$ cat config.mk
export PLATFORM = sky130hd
export DESIGN_NAME = blr_kernel
export DESIGN_NICKNAME = d
export VERILOG_FILES = /design/src/design/bicubic_line_resampler_defines.svh /design/src/design/blr_pkg.sv /design/src/design/blr_kernel.sv
export SDC_FILE = /design/constraint.sdc
export NUM_CORES = 2
export LEC_CHECK = 0
export ABC_AREA = 1
export BUFFER_PORTS_ARGS = -buffer_cell sky130_fd_sc_hd__buf_2
export CAP_MARGIN = 20
export CORE_AREA = 2 2 353 355
export CTS_CLUSTER_SIZE = 25
export DETAILED_ROUTE_END_ITERATION = 7
export DIE_AREA = 0 0 355 357
export GPL_TIMING_DRIVEN = 0
export RECOVER_POWER = 25
export SYNTH_ARGS = -nofsm -noshare
export SYNTH_HDL_FRONTEND = slang
export SYNTH_SLANG_ARGS = --single-unit
$ cat constraint.sdc
create_clock -name clk -period 20.7 [get_ports clk]
set_input_delay 4.14 -clock clk [delete_from_list [all_inputs] [get_ports clk]]
set_output_delay 4.14 -clock clk [all_outputs]
set_load 0.02 [all_outputs]
$ cat src/design/bicubic_line_resampler_defines.svh
// Assertion macros for the line resampler; clk and rst are taken from the
// scope of the module that uses them.
`ifndef BICUBIC_LINE_RESAMPLER_DEFINES_SVH
`define BICUBIC_LINE_RESAMPLER_DEFINES_SVH

`define BLR_ASSERT_IMP(label, ante, cons, msg) \
  label: assert property (@(posedge clk) disable iff (rst) (ante) |-> (cons)) \
    else $error(msg);

`define BLR_ASSERT_NXT(label, ante, cons, msg) \
  label: assert property (@(posedge clk) disable iff (rst) (ante) |=> (cons)) \
    else $error(msg);

`endif

$ cat src/design/blr_pkg.sv
`timescale 1ns / 1ps

package blr_pkg;

  localparam int MAX_ROW       = 4096;
  localparam int MAX_DOWNSCALE = 4;
  localparam int MAX_UPSCALE   = 8;
  localparam int WEIGHT_BITS   = 22;
  localparam int TAP_MAX       = 4 * MAX_DOWNSCALE + 2;
  localparam int RESULT_MAX    = 32;

  localparam int ADDR_W  = $clog2(MAX_ROW);
  localparam int CNT_W   = ADDR_W + 1;
  localparam int TAP_W   = $clog2(TAP_MAX);
  localparam int EMIT_W  = $clog2(RESULT_MAX) + 1;
  localparam int STEP_W  = 20;
  localparam int PIX_W   = 24;
  localparam int DIV_NW  = 48;
  localparam int DIV_DW  = 32;
  localparam int W_W     = 25;
  localparam int TOT_W   = 28;
  localparam int WN_W    = 49;
  localparam int ACC_W   = 64;
  localparam int T_W     = 17;
  localparam int UNIT_SCALE = 65536;
  localparam int KERN_SHIFT = 49 - WEIGHT_BITS;

  localparam logic REG_SRC_WIDTH = 1'b0;
  localparam logic REG_DST_WIDTH = 1'b1;

  typedef logic [PIX_W-1:0] pixel_t;

  typedef struct packed {
    logic              start;
    logic [DIV_NW-1:0] numer;
    logic [DIV_DW-1:0] denom;
  } div_req_t;

  typedef struct packed {
    logic              done;
    logic [DIV_NW-1:0] quot;
  } div_rsp_t;

  typedef struct packed {
    logic           start;
    logic           big;
    logic [T_W-1:0] t;
  } kern_req_t;

  typedef struct packed {
    logic                  done;
    logic signed [W_W-1:0] w;
  } kern_rsp_t;

endpackage

$ cat src/design/blr_kernel.sv
`timescale 1ns / 1ps

module blr_kernel
  import blr_pkg::*;
(
  input  logic      clk,
  input  logic      rst,
  input  kern_req_t req,
  output kern_rsp_t rsp
);

  localparam logic signed [63:0] ONE49 = 64'sd1 <<< 49;
  localparam logic signed [63:0] TWO49 = 64'sd1 <<< 50;
  localparam logic signed [63:0] HALF  = 64'sd1 <<< (KERN_SHIFT - 1);

  logic [T_W-1:0]     t1, t2;
  logic               big1, big2, big3;
  logic [2*T_W-1:0]   x2, x2b;
  logic [3*T_W-1:0]   x3;
  logic               v1, v2, v3, v4;
  logic signed [63:0] w49;
  logic signed [63:0] w49_next;
  logic signed [63:0] x3s, x2s, ts;
  logic signed [63:0] mag, wr;
  logic signed [W_W-1:0] w;

  always_comb begin
    x3s = $signed(64'(x3));
    x2s = $signed(64'(x2b) << 16);
    ts  = $signed(64'(t2) << 35);
    if (t2 < T_W'(UNIT_SCALE)) begin
      w49_next = 3 * x3s - 5 * x2s + ONE49;
    end else begin
      w49_next = 5 * x2s - x3s - ts + TWO49;
    end
    mag = w49[63] ? -w49 : w49;
    wr  = (mag + HALF) >>> KERN_SHIFT;
    if (w49[63]) begin
      wr = -wr;
    end
  end

  always_ff @(posedge clk) begin
    if (rst) begin
      v1 <= 1'b0;
      v2 <= 1'b0;
      v3 <= 1'b0;
      v4 <= 1'b0;
    end else begin
      v1 <= req.start;
      v2 <= v1;
      v3 <= v2;
      v4 <= v3;
    end
    t1   <= req.t;
    big1 <= req.big;
    x2   <= (2*T_W)'(req.t) * (2*T_W)'(req.t);
    t2   <= t1;
    big2 <= big1;
    x2b  <= x2;
    x3   <= (3*T_W)'(x2) * (3*T_W)'(t1);
    big3 <= big2;
    w49  <= w49_next;
    w    <= big3 ? '0 : wr[W_W-1:0];
  end

  assign rsp.done = v4;
  assign rsp.w    = w;

endmodule

==> impl_metrics.json <==
{
  "synth.distinct_cells": 57,
  "fin_util_pct": 42.29,
  "yosysWarningCount": 0,
  "antenna_left": 0,
  "fp.coreArea_um2": 123000,
  "grt_pass1_wl_mm": 254.1,
  "detailed_place_hpwl_mm": 143.7,
  "avgSynthCellArea_um2": 7.169,
  "gp_congestion": 0.9706,
  "netlist_instances": 6803,
  "cts_tree": "yes",
  "die_area_um2": 126700,
  "finalSetupTns_ns": 0,
  "maxSlewHeadroom_pct": 24.50,
  "syn_area_um2": 48770,
  "timing.final.crit_share_pct": 50.42,
  "first_pass_iters": 8,
  "nets": 8126,
  "post_cts_resize_count": 0,
  "placed_area_um2": 51060,
  "drt_iter0_drc": 3126,
  "synth-seq-area-share_pct": 9.564,
  "fp.dieH_um": 357,
  "track_usage_pct": 26.08,
  "numCtsBuffers": 28,
  "cts_setup_buffers": 0,
  "finalHoldViolCount": 0,
  "min_path_type": "reg2reg",
  "worst-path-max-fanout": 10,
  "rows": 129,
  "vias": 43450,
  "final_common_cell": "inv_1",
  "status": "finished, final reports clean",
  "wl_met3_mm": 9.319,
  "cp-end-kind": "flip-flop",
  "synth-edff-count": 0,
  "final_cell_mix": "inv_1 (1,570), nand2_1 (1,552), fa_1 (662)",
  "max_stage_delay_ns": 0.62,
  "rsz0062_at_grt": "no",
  "worstMarginPinSlew_ns": 1.132,
  "stdcell_area_um2": 52010,
  "drive_gt1_share_pct": 2.694,
  "synth-async-reset-ratio_pct": 0,
  "wl_met2_mm": 78.41,
  "cp_slowest_cell": "clkbuf_1",
  "wl_per_cell_um": 19.37,
  "grt_max_degree": 17,
  "wl_mm": 165.5,
  "r2r_setup_slack_ns": 11.72,
  "period_needed_ns": 10.44,
  "area.growth.synth_to_final_pct": 6.647,
  "overflow": 0,
  "route.top_layer_used": "met5",
  "arrival_ns": 10.98,
  "ctsHoldBuffers": 0,
  "dp_cells": 8490,
  "met1_length_mm": 69.76,
  "worst_path_most_repeated_cell": "fa_1",
  "required_ns": 21.24,
  "vias_per_cell": 5.085,
  "cts.sinks": 233,
  "htree_num_levels": 1,
  "top_level_ports": 47,
  "max-cap-violations": 0,
  "layout.cells.non_filler": 8543,
  "holdPathStages": 0,
  "path_clk_slew_ns": 0.06,
  "antenna_found_initial": 4,
  "grt_pass1_vias": 44010,
  "start_util_pct": 39.65,
  "cts.path.max_buffers": 3,
  "port_buffers": 46,
  "cp-start-kind": "primary input",
  "synth-main-ff-cell": "dfxtp_1",
  "synth_seq_cells": 233,
  "skew_ns": 0.06842,
  "cts-root-buf": "clkbuf_16",
  "timing.fmax_ghz": 0.09581,
  "drc_errors": 0,
  "reg2reg_depth": 27,
  "die_w_um": 355,
  "path_class": "in2reg",
  "clock_latency_ns": 0.63,
  "slew_violations": 0,
  "crit_chain": "buf_2 -> clkbuf_1 -> clkbuf_1 -> nand2_1 -> fa_1 -> inv_1 -> fa_1 -> ha_1 -> fa_1 -> inv_1 -> fa_1 -> fa_1 -> inv_1 -> ha_1 -> a21oi_1 -> inv_1 -> a31oi_1 -> o21ai_0 -> a21oi_1 -> o31ai_1 -> a21boi_0 -> o31ai_1 -> xor2_1",
  "setup_viol": 0
}
## cell type report
| type | count | area (um^2) |
|---|---|---|
| clock buffer | 34 | 763.2 |
| tap | 1637 | 2048 |
| multi-input combinational | 4796 | 37420 |
| fill | 12990 | 70980 |
| clock inverter | 17 | 197.7 |
| sequential | 233 | 4664 |
| antenna | 2 | 5.005 |
| timing repair buffer | 46 | 230.2 |
| inverter | 1585 | 5949 |
| buffer | 193 | 737.0 |
## stage by stage
stage	hold slack, ns	setup slack [ns]
CTS	0.3260	10.39
global route	0.3313	9.861
detailed placement	0.3121	9.739
global placement	0.3137	9.660
floorplan	0.3096	11.08
finish	0.3255	10.26
## cells by family (layout without fill, tap and decap cells)
group,Yosys count,in the layout,share of synthesized area (%)
flops,233,233,9.564
xor+xnor,236,236,4.238
simple gates,2357,2357,19.72
compound gates,974,974,11.19
buf+inv,1778,1875,13.71
mux,1,1,0.02309
fa+ha+maj,1222,1222,41.54
other cells,2,8,0.01540
## registers in the layout (all words and copies together) (netlist names), 16 cells and up
register,flops
t1,16
t2,16
w,25
w49,53
x2,33
x2b,32
x3,51
## cells in the mapped netlist (all sizes together) (2+ instances only)
cell type,number,area [um^2]
o21a,33,247.7
nand3b,13,97.59
nor4,22,137.6
a21o,19,142.6
o221ai,16,140.1
fa,662,13250
o311ai,4,35.03
o21bai,14,105.1
ha,560,7007
or2,8,50.05
nand4,36,225.2
o31ai,11,82.58
dfxtp,233,4664
a211oi,5,37.54
nand3,157,815.8
xor2,144,1261
o21ai,275,1406
nand2,1580,6043
a31o,5,43.79
clkbuf,182,683.2
xnor2,92,805.8
a221oi,4,35.03
o211ai,14,105.1
nor3,42,210.2
and3,5,31.28
clkinv,3,11.26
inv,1582,5938
nor2,490,1979
buf,11,53.80
conb,2,7.510
a311oi,3,26.28
and2,3,18.77
a21oi,449,2247
o2111ai,4,35.03
a31oi,98,613.1
a21boi,16,120.1
## routing by layer
metal | up-vias | track usage, %
met5 | - | 0
met4 | 2 | 10.92
met3 | 291 | 2.429
met2 | 1349 | 45.22
met1 | 20770 | 33.24
li1 | 21030 | -
## critical path: cells and delay by family
family,cells,cell delay (ns)
xor+xnor,1,0.24
simple gates,1,0.29
buf+inv,7,1.32
compound gates,7,1.80
fa+ha+maj,7,3.18
## final timing paths
kind,startpoint,endpoint
worst max-delay path,req[1],x2[26]
worst min-delay path,big2,big3
worst max register to register,t1[7],x3[46]
worst min register to register,big2,big3
Power is not shown: default switching activity piles up to over one toggle a cycle in this logic, so the estimate is an artifact.
