<file path="config.mk">
export PLATFORM = sky130hd
export DESIGN_NAME = blr_div
export DESIGN_NICKNAME = d
export VERILOG_FILES = /design/src/design/bicubic_line_resampler_defines.svh /design/src/design/blr_pkg.sv /design/src/design/blr_div.sv
export SDC_FILE = /design/constraint.sdc
export NUM_CORES = 1
export LEC_CHECK = 0
export ABC_CLOCK_PERIOD_IN_PS = 7300
export BUFFER_PORTS_ARGS = -buffer_cell sky130_fd_sc_hd__buf_2
export CORE_MARGIN = 3
export CORE_UTILIZATION = 56
export CTS_CLUSTER_DIAMETER = 40
export DETAILED_ROUTE_END_ITERATION = 16
export PLACE_DENSITY = 0.81
export SYNTH_ARGS = -nofsm -noshare
export SYNTH_HDL_FRONTEND = slang
export SYNTH_SLANG_ARGS = --single-unit
</file>
<file path="constraint.sdc">
create_clock -name clk -period 7.3 [get_ports clk]
set_input_delay 0.73 -clock clk [delete_from_list [all_inputs] [get_ports clk]]
set_output_delay 0.73 -clock clk [all_outputs]
set_load 0.02 [all_outputs]
</file>
<file path="src/design/bicubic_line_resampler_defines.svh">
// Assertion macros for the line resampler; clk and rst are taken from the
// scope of the module that uses them.
`ifndef BICUBIC_LINE_RESAMPLER_DEFINES_SVH
`define BICUBIC_LINE_RESAMPLER_DEFINES_SVH

`define BLR_ASSERT_IMP(label, ante, cons, msg) \
  label: assert property (@(posedge clk) disable iff (rst) (ante) |-> (cons)) \
    else $error(msg);

`define BLR_ASSERT_NXT(label, ante, cons, msg) \
  label: assert property (@(posedge clk) disable iff (rst) (ante) |=> (cons)) \
    else $error(msg);

`endif

</file>
<file path="src/design/blr_pkg.sv">
`timescale 1ns / 1ps

package blr_pkg;

  localparam int MAX_ROW       = 4096;
  localparam int MAX_DOWNSCALE = 4;
  localparam int MAX_UPSCALE   = 8;
  localparam int WEIGHT_BITS   = 22;
  localparam int TAP_MAX       = 4 * MAX_DOWNSCALE + 2;
  localparam int RESULT_MAX    = 32;

  localparam int ADDR_W  = $clog2(MAX_ROW);
  localparam int CNT_W   = ADDR_W + 1;
  localparam int TAP_W   = $clog2(TAP_MAX);
  localparam int EMIT_W  = $clog2(RESULT_MAX) + 1;
  localparam int STEP_W  = 20;
  localparam int PIX_W   = 24;
  localparam int DIV_NW  = 48;
  localparam int DIV_DW  = 32;
  localparam int W_W     = 25;
  localparam int TOT_W   = 28;
  localparam int WN_W    = 49;
  localparam int ACC_W   = 64;
  localparam int T_W     = 17;
  localparam int UNIT_SCALE = 65536;
  localparam int KERN_SHIFT = 49 - WEIGHT_BITS;

  localparam logic REG_SRC_WIDTH = 1'b0;
  localparam logic REG_DST_WIDTH = 1'b1;

  typedef logic [PIX_W-1:0] pixel_t;

  typedef struct packed {
    logic              start;
    logic [DIV_NW-1:0] numer;
    logic [DIV_DW-1:0] denom;
  } div_req_t;

  typedef struct packed {
    logic              done;
    logic [DIV_NW-1:0] quot;
  } div_rsp_t;

  typedef struct packed {
    logic           start;
    logic           big;
    logic [T_W-1:0] t;
  } kern_req_t;

  typedef struct packed {
    logic                  done;
    logic signed [W_W-1:0] w;
  } kern_rsp_t;

endpackage

</file>
<file path="src/design/blr_div.sv">
`timescale 1ns / 1ps

module blr_div
  import blr_pkg::*;
(
  input  logic     clk,
  input  logic     rst,
  input  div_req_t req,
  output div_rsp_t rsp
);

  localparam int CW = $clog2(DIV_NW + 1);

  logic [DIV_NW-1:0] q;
  logic [DIV_DW:0]   rem;
  logic [DIV_DW-1:0] den;
  logic [CW-1:0]     cnt;
  logic              busy;
  logic              done;
  logic [DIV_DW:0]   rem_sh;
  logic              fits;

  always_comb begin
    rem_sh = {rem[DIV_DW-1:0], q[DIV_NW-1]};
    fits   = rem_sh >= {1'b0, den};
  end

  always_ff @(posedge clk) begin
    if (rst) begin
      busy <= 1'b0;
      done <= 1'b0;
      cnt  <= '0;
    end else begin
      done <= 1'b0;
      if (req.start) begin
        q    <= req.numer;
        den  <= req.denom;
        rem  <= '0;
        cnt  <= CW'(DIV_NW);
        busy <= 1'b1;
      end else if (busy) begin
        rem  <= fits ? rem_sh - {1'b0, den} : rem_sh;
        q    <= {q[DIV_NW-2:0], fits};
        cnt  <= cnt - 1'b1;
        if (cnt == CW'(1)) begin
          busy <= 1'b0;
          done <= 1'b1;
        end
      end
    end
  end

  assign rsp.done = done;
  assign rsp.quot = q;

endmodule

</file>
==> impl_metrics.py <==
metrics = {
    "run_status": {
        "status": "complete, no violations",
    },
    "timing": {
        "hold_viol": 0,
        "max_slew_margin_pct": 30.1,
        "finalSetupViolations": 0,
        "drv_slew": 0,
        "fin_crit_ns": 3.42,
        "grt_setup_unrepaired": "false",
        "period_share_pct": 46.9,
        "fmax_mhz": 292,
        "tns_ns": 0,
        "worst_clock_skew_ns": 0.0116,
        "tightest_slew_ns": 1.05,
    },
    "die": {
        "design.core.area_um2": 11500,
        "floorplan.initialDensity_pct": 58.0,
        "die_h_um": 115,
        "rows": 39,
        "fp.dieArea_um2": 13300,
        "ios": 132,
        "die_w_um": 115,
    },
    "cts": {
        "cts_root_buffer": "clkbuf_16",
        "worstSkewPairLatency_ns": 0.42,
        "cts_tree": "yes",
        "cts_hold_buf": 0,
        "clkTransAtPathRegs_ns": 0.06,
        "htree_num_levels": 4,
        "cts_made_buffers": 17,
        "post_cts_buffers": 0,
        "ctsLongestPathBuffers": 2,
        "cts_resized": 0,
        "cts_sinks": 120,
    },
    "global_route": {
        "antenna_found_initial": 0,
        "grt_pass1_wl_um": 24100,
        "overflow": 0,
        "grt_pass1_vias": 4919,
        "grt_max_degree": 87,
        "grt_usage_pct": 23.4,
    },
    "layout": {
        "drive_gt1_share_pct": 31.8,
        "syn2layout_area_growth_pct": 20.8,
        "fin_nets": 813,
        "antenna_cells": 0,
        "final_util_pct": 70.1,
    },
    "synth": {
        "ys_seq_area_share_pct": 52.8,
        "synth_top_family_by_area": "compound AO/OA/AOI/OAI gates",
        "syn_inst": 566,
        "synth_xor_area_share_pct": 4.20,
        "netlist-cell-type-count": 58,
        "synth_area_leaders": "edfxtp_1 (50%), mux2_2 (7.9%), ha_1 (6.4%), mux2i_1 (3.7%), xnor2_1 (3.0%)",
        "synth_compound_area_share_pct": 11.7,
        "async_flop_share_pct": 0,
        "synth_area_um2": 6680,
        "yosys.area_share.simple_pct": 8.81,
        "synth_edf_count": 112,
        "synth_top_area_share_pct": 50.4,
        "synth.area.mux_share_pct": 11.7,
        "avgSynthCellArea_um2": 11.8,
        "synthAdderAreaFrac_pct": 6.67,
        "ys_seq_elements": 120,
        "synth_ff_type": "edfxtp_1",
        "ys_warn_count": 0,
        "synth.largest_area_cell": "edfxtp_1",
        "syn_nets": 684,
    },
    "power": {
        "net-switching-power_mw": 0.622,
        "power.leakage_nw": 3.39,
        "p_sw_share_pct": 27.8,
        "p_int_mw": 1.62,
        "combPwrFrac_pct": 21.6,
        "ir_drop_mv": 0.186,
        "seq_power_share_pct": 38.2,
        "clockPowerShare_pct": 40.2,
        "pwr_density_cell_nw_per_um2": 277,
    },
    "setup_path": {
        "crit_top_cell": "a21o_1",
        "start_kind": "register",
        "criticalPathCategory": "register to register",
        "path_max_fanout": 40,
        "required_ns": 7.43,
        "cp-end-kind": "register",
        "arrival_ns": 3.55,
        "critPathMaxStageDelay_ns": 0.68,
        "startpoint": "rem[2]$_SDFFCE_PP0P_",
        "critPathSlowestCell": "o221a_4",
        "reg2reg_from": "rem[2]$_SDFFCE_PP0P_",
        "critical_path.reg2reg.endpoint": "rem[3]$_SDFFCE_PP0P_",
        "cp_cell_sequence": "ha_1, a21o_1, a21o_1, o21ai_1, nand3_1, o21ai_2, o31a_1, o221a_4, mux2i_1, nor2_1",
        "rrSetupSlack_ns": 3.88,
        "rr_worst_depth": 10,
    },
    "route": {
        "routed_wl_um": 14800,
        "viasPerCell": 5.74,
        "vias": 4883,
        "drt-initial-drc-count": 215,
        "wl_per_cell_um": 17.4,
        "ant_nets": 0,
        "drc": 0,
        "drt_pass1_iterations": 5,
    },
    "min_path": {
        "hold_path_end": "den[27]$_DFFE_PP_",
        "hold_class": "input port to register",
        "holdPathStages": 1,
        "min_from": "req[27]",
    },
    "placement": {
        "hpwl_um": 10300,
        "portBuffers": 131,
        "place_congestion": 0.880,
    },
    "flow_run": {
        "maxCapViolCount": 0,
    },
}
[state kept, by name, summed over array words and instances, names as in the netlist]
name and flops:
busy 1, cnt 6, den 32, done 1
q 48, rem 32
[worst max path at each step]
| stage | to | slack (ns) | cells after the start |
|---|---|---|---|
| after floorplan | q[0]$_DFFE_PP_ | 1.81 | 5 |
| after global placement | rem[18]$_SDFFCE_PP0P_ | 3.69 | 5 |
| after detailed placement | rem[18]$_SDFFCE_PP0P_ | 3.59 | 5 |
| after CTS | rem[14]$_SDFFCE_PP0P_ | 3.86 | 10 |
| after global routing | rem[30]$_SDFFCE_PP0P_ | 3.61 | 12 |
| final | rem[3]$_SDFFCE_PP0P_ | 3.88 | 10 |
[kinds of logic after synthesis]
| logic type | Yosys count |
|---|---|
| compound gates | 113 |
| flops | 120 |
| fa+ha+maj | 35 |
| simple gates | 126 |
| mux | 72 |
| xor+xnor | 32 |
| buf+inv | 68 |
[per-layer routing]
layer / part of all wire, % / track usage [%] / up-vias
met5: 0 / 0 / -
met4: 1.8 / 7.82 / 0
li1: - / - / 2352
met1: 40 / 28.0 / 2323
met3: 7.8 / 9.00 / 27
met2: 50 / 38.7 / 181
[metrics by stage]
stage	hold WS [ns]	cells	area (um2)	setup slack, ns	power (mW)
2_1_floorplan	0.469	566	6680	1.81	1.23
3_3_place_gp	0.488	819	7430	3.69	1.32
3_5_place_dp	0.503	819	7430	3.59	1.34
4_1_cts	0.471	851	8070	3.86	2.25
5_1_grt	0.468	851	8070	3.61	2.34
6_report	0.481	851	8070	3.88	2.24
[critical path, delay by kind of cell (launching register included)]
kind	cells	cell delay (ns)
AOI/OAI and AO/OA	6	1.74
adders and majority gates	1	0.41
DFF	1	0.41
muxes	1	0.33
and+or+nand+nor	2	0.22
[area by class of cell]
class / count / area, um2
Sequential cell: 120 / 3520
Fill cell: 799 / 3450
Multi-Input combinational cell: 378 / 2890
Timing Repair Buffer: 134 / 678
Clock buffer: 19 / 443
Clock inverter: 13 / 194
Tap cell: 143 / 179
Inverter: 44 / 165
[power groups by stage]
stage	sequential (mW)	clock, mW	combinational [mW]
global route	0.860	0.946	0.536
floorplan	0.883	0	0.347
finish	0.855	0.901	0.483
detailed placement	0.866	0	0.477
CTS	0.855	0.911	0.483
global placement	0.866	0	0.459
[synth_stat cells, drive strengths merged, types with 7 or more instances]
cell type and n:
a211oi 8, a21o 17, a21oi 32, buf 10
clkbuf 14, dfxtp 8, edfxtp 112, ha 34
inv 44, mux2 47, mux2i 25, nand2 26
nand3 8, nand4 9, nor2 53, nor3 7
o21a 7, o21ai 16, xnor2 23, xor2 9
[placed cells by master, fill, tap and decap left out, types with 6 or more instances in the layout]
master	Yosys	final
xnor2_1	23	23
nand4_1	9	9
inv_1	43	43
clkbuf_16	0	17
a21oi_1	31	31
o21a_1	7	7
a211oi_1	6	6
nor3_1	7	7
o21ai_0	14	14
edfxtp_1	112	112
dfxtp_1	8	8
xor2_1	9	9
ha_1	34	34
nor2_1	53	51
nand3_1	8	8
mux2i_1	25	25
nand2_1	26	26
buf_2	3	131
a21o_1	17	17
mux2_2	47	47
a31oi_1	6	6
Power figures use the tool's default switching activity.
